File: config.mk
export PLATFORM = sky130hd
export DESIGN_NAME = assembler_token_lexer_flat
export DESIGN_NICKNAME = d
export VERILOG_FILES = /design/src/sv/asmlex_pkg.sv /design/src/sv/asmlex_if.sv /design/src/sv/asmlex_ram.sv /design/src/sv/asmlex_search.sv /design/src/sv/assembler_token_lexer.sv /design/src/flat_wrapper.sv
export SDC_FILE = /design/constraint.sdc
export NUM_CORES = 2
export LEC_CHECK = 0
export BUFFER_PORTS_ARGS = -buffer_cell sky130_fd_sc_hd__buf_2
export CAP_MARGIN = 40
export CORE_MARGIN = 2
export CORE_UTILIZATION = 57
export DETAILED_ROUTE_END_ITERATION = 8
export PLACE_DENSITY = 0.76
export RECOVER_POWER = 25
export SLEW_MARGIN = 10
export SYNTH_ARGS = -nofsm -noshare
export SYNTH_HDL_FRONTEND = slang
export SYNTH_SLANG_ARGS = --single-unit
File: constraint.sdc
create_clock -name clk -period 5 [get_ports clk]
set_input_delay 1 -clock clk [delete_from_list [all_inputs] [get_ports clk]]
set_output_delay 1 -clock clk [all_outputs]
set_load 0.1 [all_outputs]
File: src/sv/asmlex_pkg.sv
// Shared constants, character helpers and search unit types for the assembler lexer.
package asmlex_pkg;

    localparam int MAX_TOKEN_CHARS_DEF = 8;
    localparam int TABLE_SLOTS_DEF     = 64;
    localparam int MNEMONIC_CHARS_DEF  = 4;

    localparam int CHAR_W       = 8;
    localparam int TEXT_W       = 64;
    localparam int TEXT_CHARS   = TEXT_W / CHAR_W;
    localparam int ENTRY_W      = 32;
    localparam int ENTRY_CHARS  = ENTRY_W / CHAR_W;
    localparam int KIND_W       = 4;
    localparam int LEN_W        = 4;
    localparam int INDEX_W      = 6;
    localparam int COUNT_W      = 7;
    localparam int SLOT_FIELD_W = 8;

    localparam logic [KIND_W-1:0] KIND_COLON    = 4'd0;
    localparam logic [KIND_W-1:0] KIND_EOL      = 4'd1;
    localparam logic [KIND_W-1:0] KIND_HASH     = 4'd2;
    localparam logic [KIND_W-1:0] KIND_COMMA    = 4'd3;
    localparam logic [KIND_W-1:0] KIND_COMMAND  = 4'd4;
    localparam logic [KIND_W-1:0] KIND_NUMBER   = 4'd5;
    localparam logic [KIND_W-1:0] KIND_LABEL    = 4'd6;
    localparam logic [KIND_W-1:0] KIND_MNEMONIC = 4'd7;
    localparam logic [KIND_W-1:0] KIND_UNKNOWN  = 4'd8;

    localparam logic [CHAR_W-1:0] CH_NUL        = 8'h00;
    localparam logic [CHAR_W-1:0] CH_NEWLINE    = 8'h0A;
    localparam logic [CHAR_W-1:0] CH_SPACE      = 8'h20;
    localparam logic [CHAR_W-1:0] CH_HASH       = 8'h23;
    localparam logic [CHAR_W-1:0] CH_DOLLAR     = 8'h24;
    localparam logic [CHAR_W-1:0] CH_COMMA      = 8'h2C;
    localparam logic [CHAR_W-1:0] CH_DOT        = 8'h2E;
    localparam logic [CHAR_W-1:0] CH_ZERO       = 8'h30;
    localparam logic [CHAR_W-1:0] CH_NINE       = 8'h39;
    localparam logic [CHAR_W-1:0] CH_COLON      = 8'h3A;
    localparam logic [CHAR_W-1:0] CH_UPPER_A    = 8'h41;
    localparam logic [CHAR_W-1:0] CH_UPPER_Z    = 8'h5A;
    localparam logic [CHAR_W-1:0] CH_UNDERSCORE = 8'h5F;
    localparam logic [CHAR_W-1:0] CH_LOWER_A    = 8'h61;
    localparam logic [CHAR_W-1:0] CH_LOWER_Z    = 8'h7A;
    localparam logic [CHAR_W-1:0] CASE_OFFSET   = 8'h20;

    typedef struct packed {
        logic                    start;
        logic                    wr_en;
        logic [SLOT_FIELD_W-1:0] wr_addr;
        logic [ENTRY_W-1:0]      wr_data;
    } srch_req_t;

    typedef struct packed {
        logic               done;
        logic               hit;
        logic [INDEX_W-1:0] slot;
    } srch_rsp_t;

    function automatic logic is_word_char(logic [CHAR_W-1:0] c);
        return (c >= CH_LOWER_A && c <= CH_LOWER_Z) || (c >= CH_UPPER_A && c <= CH_UPPER_Z) ||
               (c >= CH_ZERO && c <= CH_NINE) || c == CH_UNDERSCORE || c == CH_DOLLAR;
    endfunction

    function automatic logic [CHAR_W-1:0] fold_case(logic [CHAR_W-1:0] c);
        if (c >= CH_UPPER_A && c <= CH_UPPER_Z)
        begin
            return c + CASE_OFFSET;
        end
        return c;
    endfunction

endpackage

File: src/sv/asmlex_if.sv
// Handshake channels for source items and result tokens.
interface asmlex_in_if;
    import asmlex_pkg::*;
    logic                valid;
    logic                ready;
    logic                opcode;
    logic [CHAR_W-1:0]   char_in;
    logic [INDEX_W-1:0]  entry_index;
    logic [ENTRY_W-1:0]  entry_text;

    modport source (output valid, opcode, char_in, entry_index, entry_text, input ready);
    modport sink (input valid, opcode, char_in, entry_index, entry_text, output ready);
endinterface

interface asmlex_out_if;
    import asmlex_pkg::*;
    logic                valid;
    logic                ready;
    logic [KIND_W-1:0]   token_kind;
    logic [TEXT_W-1:0]   token_text;
    logic [LEN_W-1:0]    token_length;
    logic                truncated;
    logic [INDEX_W-1:0]  mnemonic_index;
    logic                last_of_run;

    modport source (output valid, token_kind, token_text, token_length, truncated,
                    mnemonic_index, last_of_run, input ready);
    modport sink (input valid, token_kind, token_text, token_length, truncated,
                  mnemonic_index, last_of_run, output ready);
endinterface

File: src/sv/asmlex_ram.sv
// Generic single-write, single-read RAM with registered read data.
module asmlex_ram #(
    parameter int WIDTH = 32,
    parameter int DEPTH = 64,
    localparam int ADDR_W = (DEPTH > 1) ? $clog2(DEPTH) : 1
) (
    input  logic              clk,
    input  logic              wr_en,
    input  logic [ADDR_W-1:0] wr_addr,
    input  logic [WIDTH-1:0]  wr_data,
    input  logic [ADDR_W-1:0] rd_addr,
    output logic [WIDTH-1:0]  rd_data
);

    logic [WIDTH-1:0] mem_reg [DEPTH];
    logic [WIDTH-1:0] rd_data_reg;

    always_ff @(posedge clk)
    begin
        if (wr_en)
        begin
            mem_reg[wr_addr] <= wr_data;
        end
        rd_data_reg <= mem_reg[rd_addr];
    end

    assign rd_data = rd_data_reg;

endmodule

File: src/sv/asmlex_search.sv
// Mnemonic table storage and slot-by-slot first-match search.
module asmlex_search import asmlex_pkg::*; #(
    parameter int TABLE_SLOTS    = TABLE_SLOTS_DEF,
    parameter int MNEMONIC_CHARS = MNEMONIC_CHARS_DEF,
    localparam int SLOT_W = (TABLE_SLOTS > 1) ? $clog2(TABLE_SLOTS) : 1,
    localparam int CNT_W  = $clog2(TABLE_SLOTS + 1)
) (
    input  logic               clk,
    input  logic               rst_n,
    input  srch_req_t          req,
    input  logic [CNT_W-1:0]   limit,
    input  logic [ENTRY_W-1:0] word_text,
    input  logic [LEN_W-1:0]   word_length,
    output srch_rsp_t          rsp
);

    localparam int CMP_CHARS = (MNEMONIC_CHARS < ENTRY_CHARS) ? MNEMONIC_CHARS : ENTRY_CHARS;

    logic              busy_reg, busy_next;
    logic [CNT_W-1:0]  issue_reg, issue_next;
    logic              chk_valid_reg, chk_valid_next;
    logic [SLOT_W-1:0] chk_slot_reg, chk_slot_next;

    logic [SLOT_W-1:0]  rd_addr;
    logic [ENTRY_W-1:0] entry;
    logic [LEN_W-1:0]   elen;
    logic               stop;
    logic               same;
    logic               match;
    logic               last_chk;
    logic               done;

    asmlex_ram #(
        .WIDTH (ENTRY_W),
        .DEPTH (TABLE_SLOTS)
    ) u_table (
        .clk     (clk),
        .wr_en   (req.wr_en),
        .wr_addr (req.wr_addr[SLOT_W-1:0]),
        .wr_data (req.wr_data),
        .rd_addr (rd_addr),
        .rd_data (entry)
    );

    assign rd_addr = req.start ? '0 : issue_reg[SLOT_W-1:0];

    // entry length: first zero byte or the per-entry character limit
    always_comb
    begin
        elen = '0;
        stop = 1'b0;
        same = 1'b1;
        for (int i = 0; i < ENTRY_CHARS; i++)
        begin
            if (i < CMP_CHARS && !stop && entry[i*CHAR_W +: CHAR_W] != CH_NUL)
            begin
                elen = elen + 1'b1;
            end
            else
            begin
                stop = 1'b1;
            end
        end
        for (int i = 0; i < ENTRY_CHARS; i++)
        begin
            if (LEN_W'(i) < elen &&
                fold_case(entry[i*CHAR_W +: CHAR_W]) != fold_case(word_text[i*CHAR_W +: CHAR_W]))
            begin
                same = 1'b0;
            end
        end
    end

    assign match    = same && (elen == word_length);
    assign last_chk = (CNT_W'(chk_slot_reg) == limit - CNT_W'(1));
    assign done     = busy_reg && chk_valid_reg && (match || last_chk);

    assign rsp.done = done;
    assign rsp.hit  = match;
    assign rsp.slot = INDEX_W'(chk_slot_reg);

    always_comb
    begin
        busy_next      = busy_reg;
        issue_next     = issue_reg;
        chk_valid_next = chk_valid_reg;
        chk_slot_next  = chk_slot_reg;
        if (req.start)
        begin
            busy_next      = 1'b1;
            issue_next     = CNT_W'(1);
            chk_valid_next = 1'b1;
            chk_slot_next  = '0;
        end
        else if (busy_reg)
        begin
            if (done)
            begin
                busy_next      = 1'b0;
                chk_valid_next = 1'b0;
            end
            else if (issue_reg < limit)
            begin
                chk_valid_next = 1'b1;
                chk_slot_next  = issue_reg[SLOT_W-1:0];
                issue_next     = issue_reg + CNT_W'(1);
            end
            else
            begin
                chk_valid_next = 1'b0;
            end
        end
    end

    always_ff @(posedge clk or negedge rst_n)
    begin
        if (!rst_n)
        begin
            busy_reg      <= 1'b0;
            issue_reg     <= '0;
            chk_valid_reg <= 1'b0;
            chk_slot_reg  <= '0;
        end
        else
        begin
            busy_reg      <= busy_next;
            issue_reg     <= issue_next;
            chk_valid_reg <= chk_valid_next;
            chk_slot_reg  <= chk_slot_next;
        end
    end

    a_start_when_idle: assert property (@(posedge clk) disable iff (!rst_n)
        req.start |-> !busy_reg)
        else $error("search started while busy");

    a_no_write_in_search: assert property (@(posedge clk) disable iff (!rst_n)
        busy_reg |-> !req.wr_en)
        else $error("table written during a search");

    a_done_clears: assert property (@(posedge clk) disable iff (!rst_n)
        done |=> !busy_reg || $past(req.start))
        else $error("search still busy after done");

endmodule

File: src/sv/assembler_token_lexer.sv
// Assembler lexer top level: character scanning, token building and output register.
//
// Usage: src_ch carries one item per transaction. opcode 0 gives a source
// character (zero ends the text and flushes a pending token); opcode 1 loads
// entry_text into mnemonic table slot entry_index. tok_ch carries tokens;
// last_of_run marks the final token caused by one item (at most two).
// cfg_we/cfg_wdata set mnemonic_count, the number of table slots searched.
// Processing: a load or a character that extends a word is taken in
// ST_IDLE alone. A character with no pending token passes through ST_CHAR;
// one that ends a pending token passes through ST_FLUSH and ST_CHAR, and
// first through ST_SEARCH when a word is looked up in up to N slots, N being
// min(mnemonic_count, TABLE_SLOTS): the table sits in one RAM with a registered
// read port, scanned one slot per cycle and stopped at the first match.
// Reset clears the scanner, the count and the output register; the table
// keeps its contents and slots must be loaded before they are searched.
// A stalled receiver holds the token in the output register; the scanner
// waits for the register to free before it writes the next token, and
// src_ch.ready stays low while an item is in progress.
module assembler_token_lexer import asmlex_pkg::*; #(
    parameter int MAX_TOKEN_CHARS = MAX_TOKEN_CHARS_DEF,
    parameter int TABLE_SLOTS     = TABLE_SLOTS_DEF,
    parameter int MNEMONIC_CHARS  = MNEMONIC_CHARS_DEF
) (
    input  logic               clk,
    input  logic               rst_n,
    asmlex_in_if.sink          src_ch,
    asmlex_out_if.source       tok_ch,
    input  logic               cfg_we,
    input  logic [COUNT_W-1:0] cfg_wdata
);

    localparam int CNT_W = $clog2(TABLE_SLOTS + 1);
    localparam int CMP_W = 10;

    localparam logic [1:0] ST_IDLE   = 2'd0;
    localparam logic [1:0] ST_SEARCH = 2'd1;
    localparam logic [1:0] ST_FLUSH  = 2'd2;
    localparam logic [1:0] ST_CHAR   = 2'd3;

    localparam logic [1:0] MODE_IDLE    = 2'd0;
    localparam logic [1:0] MODE_COMMAND = 2'd1;
    localparam logic [1:0] MODE_WORD    = 2'd2;

    logic [1:0]         state_reg, state_next;
    logic [1:0]         mode_reg, mode_next;
    logic [TEXT_W-1:0]  buf_reg, buf_next;
    logic [LEN_W-1:0]   len_reg, len_next;
    logic               ovf_reg, ovf_next;
    logic [CHAR_W-1:0]  char_reg, char_next;
    logic               hit_reg, hit_next;
    logic [INDEX_W-1:0] idx_reg, idx_next;
    logic [COUNT_W-1:0] count_reg;

    logic               tok_valid_reg, tok_valid_next;
    logic [KIND_W-1:0]  kind_reg, kind_next;
    logic [TEXT_W-1:0]  text_reg, text_next;
    logic [LEN_W-1:0]   olen_reg, olen_next;
    logic               trunc_reg, trunc_next;
    logic [INDEX_W-1:0] oidx_reg, oidx_next;
    logic               last_reg, last_next;

    logic [CNT_W-1:0]   limit;
    logic               accept;
    logic               out_free;
    logic               is_number;
    logic               char_emits;
    srch_req_t          srch_req;
    srch_rsp_t          srch_rsp;

    function automatic logic [TEXT_W-1:0] put_byte(logic [TEXT_W-1:0] text,
                                                   logic [LEN_W-1:0] pos,
                                                   logic [CHAR_W-1:0] c);
        logic [TEXT_W-1:0] r;
        r = text;
        for (int i = 0; i < TEXT_CHARS; i++)
        begin
            if (LEN_W'(i) == pos)
            begin
                r[i*CHAR_W +: CHAR_W] = c;
            end
        end
        return r;
    endfunction

    asmlex_search #(
        .TABLE_SLOTS    (TABLE_SLOTS),
        .MNEMONIC_CHARS (MNEMONIC_CHARS)
    ) u_search (
        .clk         (clk),
        .rst_n       (rst_n),
        .req         (srch_req),
        .limit       (limit),
        .word_text   (buf_reg[ENTRY_W-1:0]),
        .word_length (len_reg),
        .rsp         (srch_rsp)
    );

    assign limit = (CMP_W'(count_reg) > CMP_W'(TABLE_SLOTS)) ? CNT_W'(TABLE_SLOTS)
                                                              : CNT_W'(count_reg);

    assign src_ch.ready = (state_reg == ST_IDLE);
    assign accept       = src_ch.valid && src_ch.ready;
    assign out_free     = !tok_valid_reg || tok_ch.ready;
    assign is_number    = (buf_reg[CHAR_W-1:0] == CH_DOLLAR) ||
                          (buf_reg[CHAR_W-1:0] >= CH_ZERO && buf_reg[CHAR_W-1:0] <= CH_NINE);
    assign char_emits   = !(char_reg == CH_NUL || char_reg == CH_SPACE ||
                            char_reg == CH_DOT || is_word_char(char_reg));

    assign tok_ch.valid          = tok_valid_reg;
    assign tok_ch.token_kind     = kind_reg;
    assign tok_ch.token_text     = text_reg;
    assign tok_ch.token_length   = olen_reg;
    assign tok_ch.truncated      = trunc_reg;
    assign tok_ch.mnemonic_index = oidx_reg;
    assign tok_ch.last_of_run    = last_reg;

    always_comb
    begin
        state_next     = state_reg;
        mode_next      = mode_reg;
        buf_next       = buf_reg;
        len_next       = len_reg;
        ovf_next       = ovf_reg;
        char_next      = char_reg;
        hit_next       = hit_reg;
        idx_next       = idx_reg;
        tok_valid_next = tok_valid_reg && !tok_ch.ready;
        kind_next      = kind_reg;
        text_next      = text_reg;
        olen_next      = olen_reg;
        trunc_next     = trunc_reg;
        oidx_next      = oidx_reg;
        last_next      = last_reg;
        srch_req       = '0;

        case (state_reg)
            ST_IDLE:
            begin
                if (accept)
                begin
                    if (src_ch.opcode)
                    begin
                        srch_req.wr_en   = (CMP_W'(src_ch.entry_index) < CMP_W'(TABLE_SLOTS));
                        srch_req.wr_addr = SLOT_FIELD_W'(src_ch.entry_index);
                        srch_req.wr_data = src_ch.entry_text;
                    end
                    else
                    begin
                        char_next = src_ch.char_in;
                        hit_next  = 1'b0;
                        if (mode_reg != MODE_IDLE)
                        begin
                            if (is_word_char(src_ch.char_in))
                            begin
                                // extend the pending token, or flag overflow when it is full
                                if (len_reg < LEN_W'(MAX_TOKEN_CHARS))
                                begin
                                    buf_next = put_byte(buf_reg, len_reg, src_ch.char_in);
                                    len_next = len_reg + 1'b1;
                                end
                                else
                                begin
                                    ovf_next = 1'b1;
                                end
                            end
                            else if (mode_reg == MODE_WORD && !is_number && !ovf_reg &&
                                     limit != '0)
                            begin
                                srch_req.start = 1'b1;
                                state_next     = ST_SEARCH;
                            end
                            else
                            begin
                                state_next = ST_FLUSH;
                            end
                        end
                        else
                        begin
                            state_next = ST_CHAR;
                        end
                    end
                end
            end
            ST_SEARCH:
            begin
                if (srch_rsp.done)
                begin
                    hit_next   = srch_rsp.hit;
                    idx_next   = srch_rsp.slot;
                    state_next = ST_FLUSH;
                end
            end
            ST_FLUSH:
            begin
                if (out_free)
                begin
                    tok_valid_next = 1'b1;
                    if (mode_reg == MODE_COMMAND)
                    begin
                        kind_next = KIND_COMMAND;
                    end
                    else if (is_number)
                    begin
                        kind_next = KIND_NUMBER;
                    end
                    else if (hit_reg)
                    begin
                        kind_next = KIND_MNEMONIC;
                    end
                    else
                    begin
                        kind_next = KIND_LABEL;
                    end
                    text_next  = buf_reg;
                    olen_next  = len_reg;
                    trunc_next = ovf_reg;
                    oidx_next  = (mode_reg == MODE_WORD && !is_number && hit_reg) ? idx_reg : '0;
                    last_next  = !char_emits;
                    mode_next  = MODE_IDLE;
                    buf_next   = '0;
                    len_next   = '0;
                    ovf_next   = 1'b0;
                    state_next = ST_CHAR;
                end
            end
            ST_CHAR:
            begin
                if (char_reg == CH_NUL || char_reg == CH_SPACE)
                begin
                    state_next = ST_IDLE;
                end
                else if (char_reg == CH_DOT)
                begin
                    mode_next  = MODE_COMMAND;
                    state_next = ST_IDLE;
                end
                else if (is_word_char(char_reg))
                begin
                    mode_next  = MODE_WORD;
                    buf_next   = put_byte(buf_reg, len_reg, char_reg);
                    len_next   = len_reg + 1'b1;
                    state_next = ST_IDLE;
                end
                else if (out_free)
                begin
                    tok_valid_next = 1'b1;
                    if (char_reg == CH_COLON)
                    begin
                        kind_next = KIND_COLON;
                    end
                    else if (char_reg == CH_NEWLINE)
                    begin
                        kind_next = KIND_EOL;
                    end
                    else if (char_reg == CH_HASH)
                    begin
                        kind_next = KIND_HASH;
                    end
                    else if (char_reg == CH_COMMA)
                    begin
                        kind_next = KIND_COMMA;
                    end
                    else
                    begin
                        kind_next = KIND_UNKNOWN;
                    end
                    text_next  = TEXT_W'(char_reg);
                    olen_next  = LEN_W'(1);
                    trunc_next = 1'b0;
                    oidx_next  = '0;
                    last_next  = 1'b1;
                    state_next = ST_IDLE;
                end
            end
            default:
            begin
                state_next = ST_IDLE;
            end
        endcase
    end

    always_ff @(posedge clk or negedge rst_n)
    begin
        if (!rst_n)
        begin
            state_reg     <= ST_IDLE;
            mode_reg      <= MODE_IDLE;
            buf_reg       <= '0;
            len_reg       <= '0;
            ovf_reg       <= 1'b0;
            hit_reg       <= 1'b0;
            count_reg     <= '0;
            tok_valid_reg <= 1'b0;
        end
        else
        begin
            state_reg     <= state_next;
            mode_reg      <= mode_next;
            buf_reg       <= buf_next;
            len_reg       <= len_next;
            ovf_reg       <= ovf_next;
            hit_reg       <= hit_next;
            tok_valid_reg <= tok_valid_next;
            if (cfg_we)
            begin
                count_reg <= cfg_wdata;
            end
        end
    end

    always_ff @(posedge clk)
    begin
        char_reg  <= char_next;
        idx_reg   <= idx_next;
        kind_reg  <= kind_next;
        text_reg  <= text_next;
        olen_reg  <= olen_next;
        trunc_reg <= trunc_next;
        oidx_reg  <= oidx_next;
        last_reg  <= last_next;
    end

    a_done_in_search: assert property (@(posedge clk) disable iff (!rst_n)
        srch_rsp.done |-> state_reg == ST_SEARCH)
        else $error("search result outside a lookup");

    a_overflow_full: assert property (@(posedge clk) disable iff (!rst_n)
        ovf_reg |-> len_reg == LEN_W'(MAX_TOKEN_CHARS))
        else $error("overflow flagged before the buffer filled");

    a_mnemonic_not_truncated: assert property (@(posedge clk) disable iff (!rst_n)
        tok_valid_reg && kind_reg == KIND_MNEMONIC |-> !trunc_reg)
        else $error("truncated word reported as mnemonic");

    a_index_only_mnemonic: assert property (@(posedge clk) disable iff (!rst_n)
        tok_valid_reg && kind_reg != KIND_MNEMONIC |-> oidx_reg == '0)
        else $error("slot index on a non-mnemonic token");

endmodule
File: src/flat_wrapper.sv
// flat-port wrapper written by rule: the top's interface ports become plain ports
module assembler_token_lexer_flat import asmlex_pkg::*;
#(
    parameter int MAX_TOKEN_CHARS = MAX_TOKEN_CHARS_DEF,
    parameter int TABLE_SLOTS     = TABLE_SLOTS_DEF,
    parameter int MNEMONIC_CHARS  = MNEMONIC_CHARS_DEF
)
  (clk, rst_n, cfg_we, cfg_wdata, src_ch_valid, src_ch_opcode, src_ch_char_in, src_ch_entry_index, src_ch_entry_text, src_ch_ready, tok_ch_valid, tok_ch_token_kind, tok_ch_token_text, tok_ch_token_length, tok_ch_truncated, tok_ch_mnemonic_index, tok_ch_last_of_run, tok_ch_ready);
  asmlex_in_if src_ch_i ();
  asmlex_out_if tok_ch_i ();
  input  logic clk;
  input  logic rst_n;
  input  logic cfg_we;
  input  logic [COUNT_W-1:0] cfg_wdata;
  input wire logic [$bits(src_ch_i.valid)-1:0] src_ch_valid;
  input wire logic [$bits(src_ch_i.opcode)-1:0] src_ch_opcode;
  input wire logic [$bits(src_ch_i.char_in)-1:0] src_ch_char_in;
  input wire logic [$bits(src_ch_i.entry_index)-1:0] src_ch_entry_index;
  input wire logic [$bits(src_ch_i.entry_text)-1:0] src_ch_entry_text;
  output wire logic [$bits(src_ch_i.ready)-1:0] src_ch_ready;
  output wire logic [$bits(tok_ch_i.valid)-1:0] tok_ch_valid;
  output wire logic [$bits(tok_ch_i.token_kind)-1:0] tok_ch_token_kind;
  output wire logic [$bits(tok_ch_i.token_text)-1:0] tok_ch_token_text;
  output wire logic [$bits(tok_ch_i.token_length)-1:0] tok_ch_token_length;
  output wire logic [$bits(tok_ch_i.truncated)-1:0] tok_ch_truncated;
  output wire logic [$bits(tok_ch_i.mnemonic_index)-1:0] tok_ch_mnemonic_index;
  output wire logic [$bits(tok_ch_i.last_of_run)-1:0] tok_ch_last_of_run;
  input wire logic [$bits(tok_ch_i.ready)-1:0] tok_ch_ready;
  assign src_ch_i.valid = src_ch_valid;
  assign src_ch_i.opcode = src_ch_opcode;
  assign src_ch_i.char_in = src_ch_char_in;
  assign src_ch_i.entry_index = src_ch_entry_index;
  assign src_ch_i.entry_text = src_ch_entry_text;
  assign src_ch_ready = src_ch_i.ready;
  assign tok_ch_valid = tok_ch_i.valid;
  assign tok_ch_token_kind = tok_ch_i.token_kind;
  assign tok_ch_token_text = tok_ch_i.token_text;
  assign tok_ch_token_length = tok_ch_i.token_length;
  assign tok_ch_truncated = tok_ch_i.truncated;
  assign tok_ch_mnemonic_index = tok_ch_i.mnemonic_index;
  assign tok_ch_last_of_run = tok_ch_i.last_of_run;
  assign tok_ch_i.ready = tok_ch_ready;
  assembler_token_lexer #(.MAX_TOKEN_CHARS(MAX_TOKEN_CHARS), .TABLE_SLOTS(TABLE_SLOTS), .MNEMONIC_CHARS(MNEMONIC_CHARS)) u_core (.clk(clk), .rst_n(rst_n), .src_ch(src_ch_i), .tok_ch(tok_ch_i), .cfg_we(cfg_we), .cfg_wdata(cfg_wdata));
endmodule
==> impl_metrics.py <==
metrics = {
    "logic_synthesis": {
        "ys_seq_area_share_pct": 74.0,
        "synth_top_area_cell": "edfxtp_1",
        "synth_ff_type": "edfxtp_1",
        "synth_edf_count": 2142,
        "synth_fa_ha_area_share_pct": 0.357,
        "synth.distinct_cells": 88,
        "synth-xor-area-share_pct": 0.410,
        "synthSimpleGateAreaFrac_pct": 5.86,
        "syn_area_mm2": 0.0910,
        "yosysTopAreaCellShare_pct": 70.7,
        "ys_seq_elements": 2271,
        "synth_compound_area_share_pct": 10.4,
        "syn-num-nets": 5943,
        "avgSynthCellArea_um2": 15.5,
        "synth_mux_area_share_pct": 7.07,
        "syn-instance-count": 5858,
        "async_flop_share_pct": 4.27,
        "synth_area_leaders": "edfxtp_1, mux2i_1, dfrtp_1",
        "synth_top_family_by_area": "compound AO/OA/AOI/OAI gates",
        "ys_warn_count": 0,
    },
    "sta": {
        "clock_skew_ps": 50.6,
        "worstMarginPinSlew_ps": 2980,
        "maxSlewHeadroom_pct": -98.6,
        "rsz0062_at_grt": "false",
        "report.final.slew_viol_count": 184,
        "finalCritPeriodShare_pct": 96.7,
        "max_freq_mhz": 207,
        "fin_tns_setup_ps": 0,
        "setup_viol_count_final": 0,
        "hold_viol_final": 0,
        "fin_crit_ps": 4840,
    },
    "run": {
        "max_cap_violations": 6,
    },
    "die": {
        "dieArea_mm2": 0.163,
        "core_area_mm2": 0.159,
        "initial_core_util_pct": 57.4,
        "io-pin-count": 141,
        "dieHeight_um": 404,
        "die_w_um": 404,
        "rows": 146,
    },
    "clock_tree": {
        "cts_buffers": 210,
        "cts_tree": "yes",
        "cts_resized": 0,
        "insertion_delay_ps": 870,
        "clkTransAtPathRegs_ps": 60,
        "clockBufferDepth": 3,
        "htreeDepth": 4,
        "cts_setup_buffers": 0,
        "clockRootBuffer": "clkbuf_16",
        "cts_hold_buf": 0,
        "cts.sinks": 2271,
    },
    "global_routing": {
        "grt_overflow_total": 0,
        "grt_pass1_vias": 54700,
        "grt_pass1_wl_mm": 380,
        "gr-usage-all-layers_pct": 32.3,
        "grt_max_degree": 143,
        "antenna_found_initial": 28,
    },
    "routing": {
        "drt_pass1_iterations": 9,
        "totalWireLength_mm": 267,
        "num_vias": 57700,
        "viasPerCell": 6.86,
        "drc": 0,
        "drt_iter0_markers": 9544,
        "ant_nets": 0,
        "wire_per_inst_um": 31.7,
    },
    "power": {
        "pwr-share-clk_pct": 27.8,
        "power-per-cell-area_mw_per_mm2": 564,
        "intPower_mw": 37.1,
        "switching_share_pct": 36.4,
        "p_sw_mw": 21.2,
        "leakage_nw": 39.1,
        "combPwrFrac_pct": 33.1,
        "pwr-share-seq_pct": 39.2,
        "ir_worst_vdd_mv": 0.830,
    },
    "placed_design": {
        "numPlacedInstances": 8009,
        "place_congestion": 0.941,
        "io_buffer_count": 140,
        "dp_hpwl_mm": 160,
    },
    "setup_path": {
        "r2r_end": "u_core.u_search.u_table.mem_reg[41][14]$_DFFE_PP_",
        "worstPathRequired_ps": 5480,
        "crit_chain": "inv_1 -> ha_1 -> and3_1 -> clkbuf_1 -> and2_0 -> clkbuf_2",
        "crit_family": "buffers and inverters",
        "rr_startpoint": "u_core.state_reg[1]$_DFFE_PN0P_",
        "rr_worst_depth": 6,
        "criticalPathCategory": "reg -> reg",
        "max_stage_delay_ps": 1230,
        "critPathBufInv": 3,
        "startpoint_type": "flop",
        "ff2ff_setup_slack_ps": 160,
        "worstPathArrival_ps": 5320,
        "cp_slowest_cell": "clkbuf_1",
        "crit_fanout": 33,
        "crit_path_end_kind": "flop",
    },
    "final_layout": {
        "nets": 6237,
        "regArea_mm2": 0.0674,
        "fillers": 10500,
        "final_core_util_pct": 65.2,
        "multiInputGateArea_mm2": 0.0225,
        "largest_reg_flops": 2048,
        "areaGrowthSynthToFinish_pct": 13.6,
        "drive_gt1_share_pct": 15.3,
        "final_cells": 8420,
    },
    "min_path": {
        "worstHoldPathType": "in -> reg",
        "min-delay-start": "cfg_wdata[0]",
        "hold_depth": 2,
        "hold_end": "u_core.count_reg[0]$_DFFE_PN0P_",
    },
    "outcome": {
        "status": "finished with violations",
        "violations": "capacitance limit, slew limit",
    },
}
-- cell type report --
class                      instances  share of cell area [%]
sequential                      2271                    65.2
multi-input combinational       3170                    21.7
clock buffer                     285                    5.64
timing repair buffer             471                    3.65
tap                             2072                    2.51
clock inverter                   110                    1.13
inverter                          28                   0.102
antenna                           13                  0.0315
-- worst register-to-register path: cells and delay by family (launching register included) --
family                     cells  cell delay (ps)
adders and majority gates      1              440
and+or+nand+nor                2             1350
buffers and inverters          3             2200
DFF                            1              400
-- stage by stage --
stage,worst slack [ps],area [um2],hold WS (ps),power [mW]
final,164,103000,379,58.3
after global routing,167,103000,379,59.9
after CTS,562,104000,187,57.9
after detailed placement,405,96700,478,42.0
after global placement,452,96100,462,41.5
after floorplan,750,91000,445,35.3
-- how the worst max path moves through the flow --
stage | start | to | slack (ps) | depth (start not counted)
after floorplan | u_core.state_reg[0]$_DFFE_PN0P_ | u_core.u_search.u_table.rd_data[30]$_DFF_P_ | 750 | 13
after global placement | src_ch_char_in[3] | u_core.u_search.u_table.rd_data[0]$_DFF_P_ | 450 | 14
after detailed placement | src_ch_char_in[3] | u_core.u_search.u_table.rd_data[0]$_DFF_P_ | 410 | 14
after CTS | u_core.count_reg[6]$_DFFE_PN0P_ | u_core.u_search.u_table.rd_data[0]$_DFF_P_ | 560 | 15
after global routing | u_core.state_reg[1]$_DFFE_PN0P_ | u_core.u_search.u_table.mem_reg[26][28]$_DFFE_PP_ | 170 | 6
final | u_core.state_reg[1]$_DFFE_PN0P_ | u_core.u_search.u_table.mem_reg[41][14]$_DFFE_PP_ | 160 | 6
-- cells in the final DEF (no fill, tap or decap), drive strengths merged, types with 88 or more instances in the layout --
cell type / instances
buf: 351
nor2: 386
nand2: 134
clkbuf: 405
nor3: 88
a21oi: 301
nand3: 93
o21ai: 355
o221ai: 130
o22ai: 140
mux2i: 457
mux2: 165
edfxtp: 2142
o22a: 95
dfrtp: 97
-- power by group through the flow --
stage               clock network [mW]  registers, mW  logic (mW)
global route                      17.0           22.9        20.1
global placement                     0           23.1        18.4
detailed placement                   0           23.2        18.8
floorplan                            0           25.1        10.2
finish                            16.2           22.9        19.3
CTS                               16.2           22.8        18.9
-- cell usage after synthesis (all sizes together), types with 62 or more instances --
cell type,number
edfxtp,2142
mux2i,457
nor2,386
o21ai,355
a21oi,301
clkbuf,294
mux2,165
o22ai,140
nand2,134
o221ai,130
dfrtp,97
buf,95
o22a,95
nand3,93
nor3,88
nor2b,72
or3,67
a211oi,66
or4,66
a221oi,62
-- metal layers --
layer  vias to the layer above  wire length (um)  global-route usage [%]  share of wire (%)
met4                        20             15800                    16.6                5.9
met1                     28700             94100                    43.9                 35
met3                       700             40500                    9.85                 15
met2                      4493            117000                    47.4                 44
li1                      23900                 -                       -                  -
met5                         -               147                       0              0.055
-- cell families (layout without fill, tap and decap cells) --
family / Yosys count / in the layout
mux: 622 / 622
flops: 2271 / 2271
buf+inv: 417 / 894
fa+ha+maj: 26 / 26
xor+xnor: 41 / 41
other cells: 0 / 13
compound gates: 1413 / 1413
simple gates: 1068 / 1068
(Power assumes the default switching activity.)
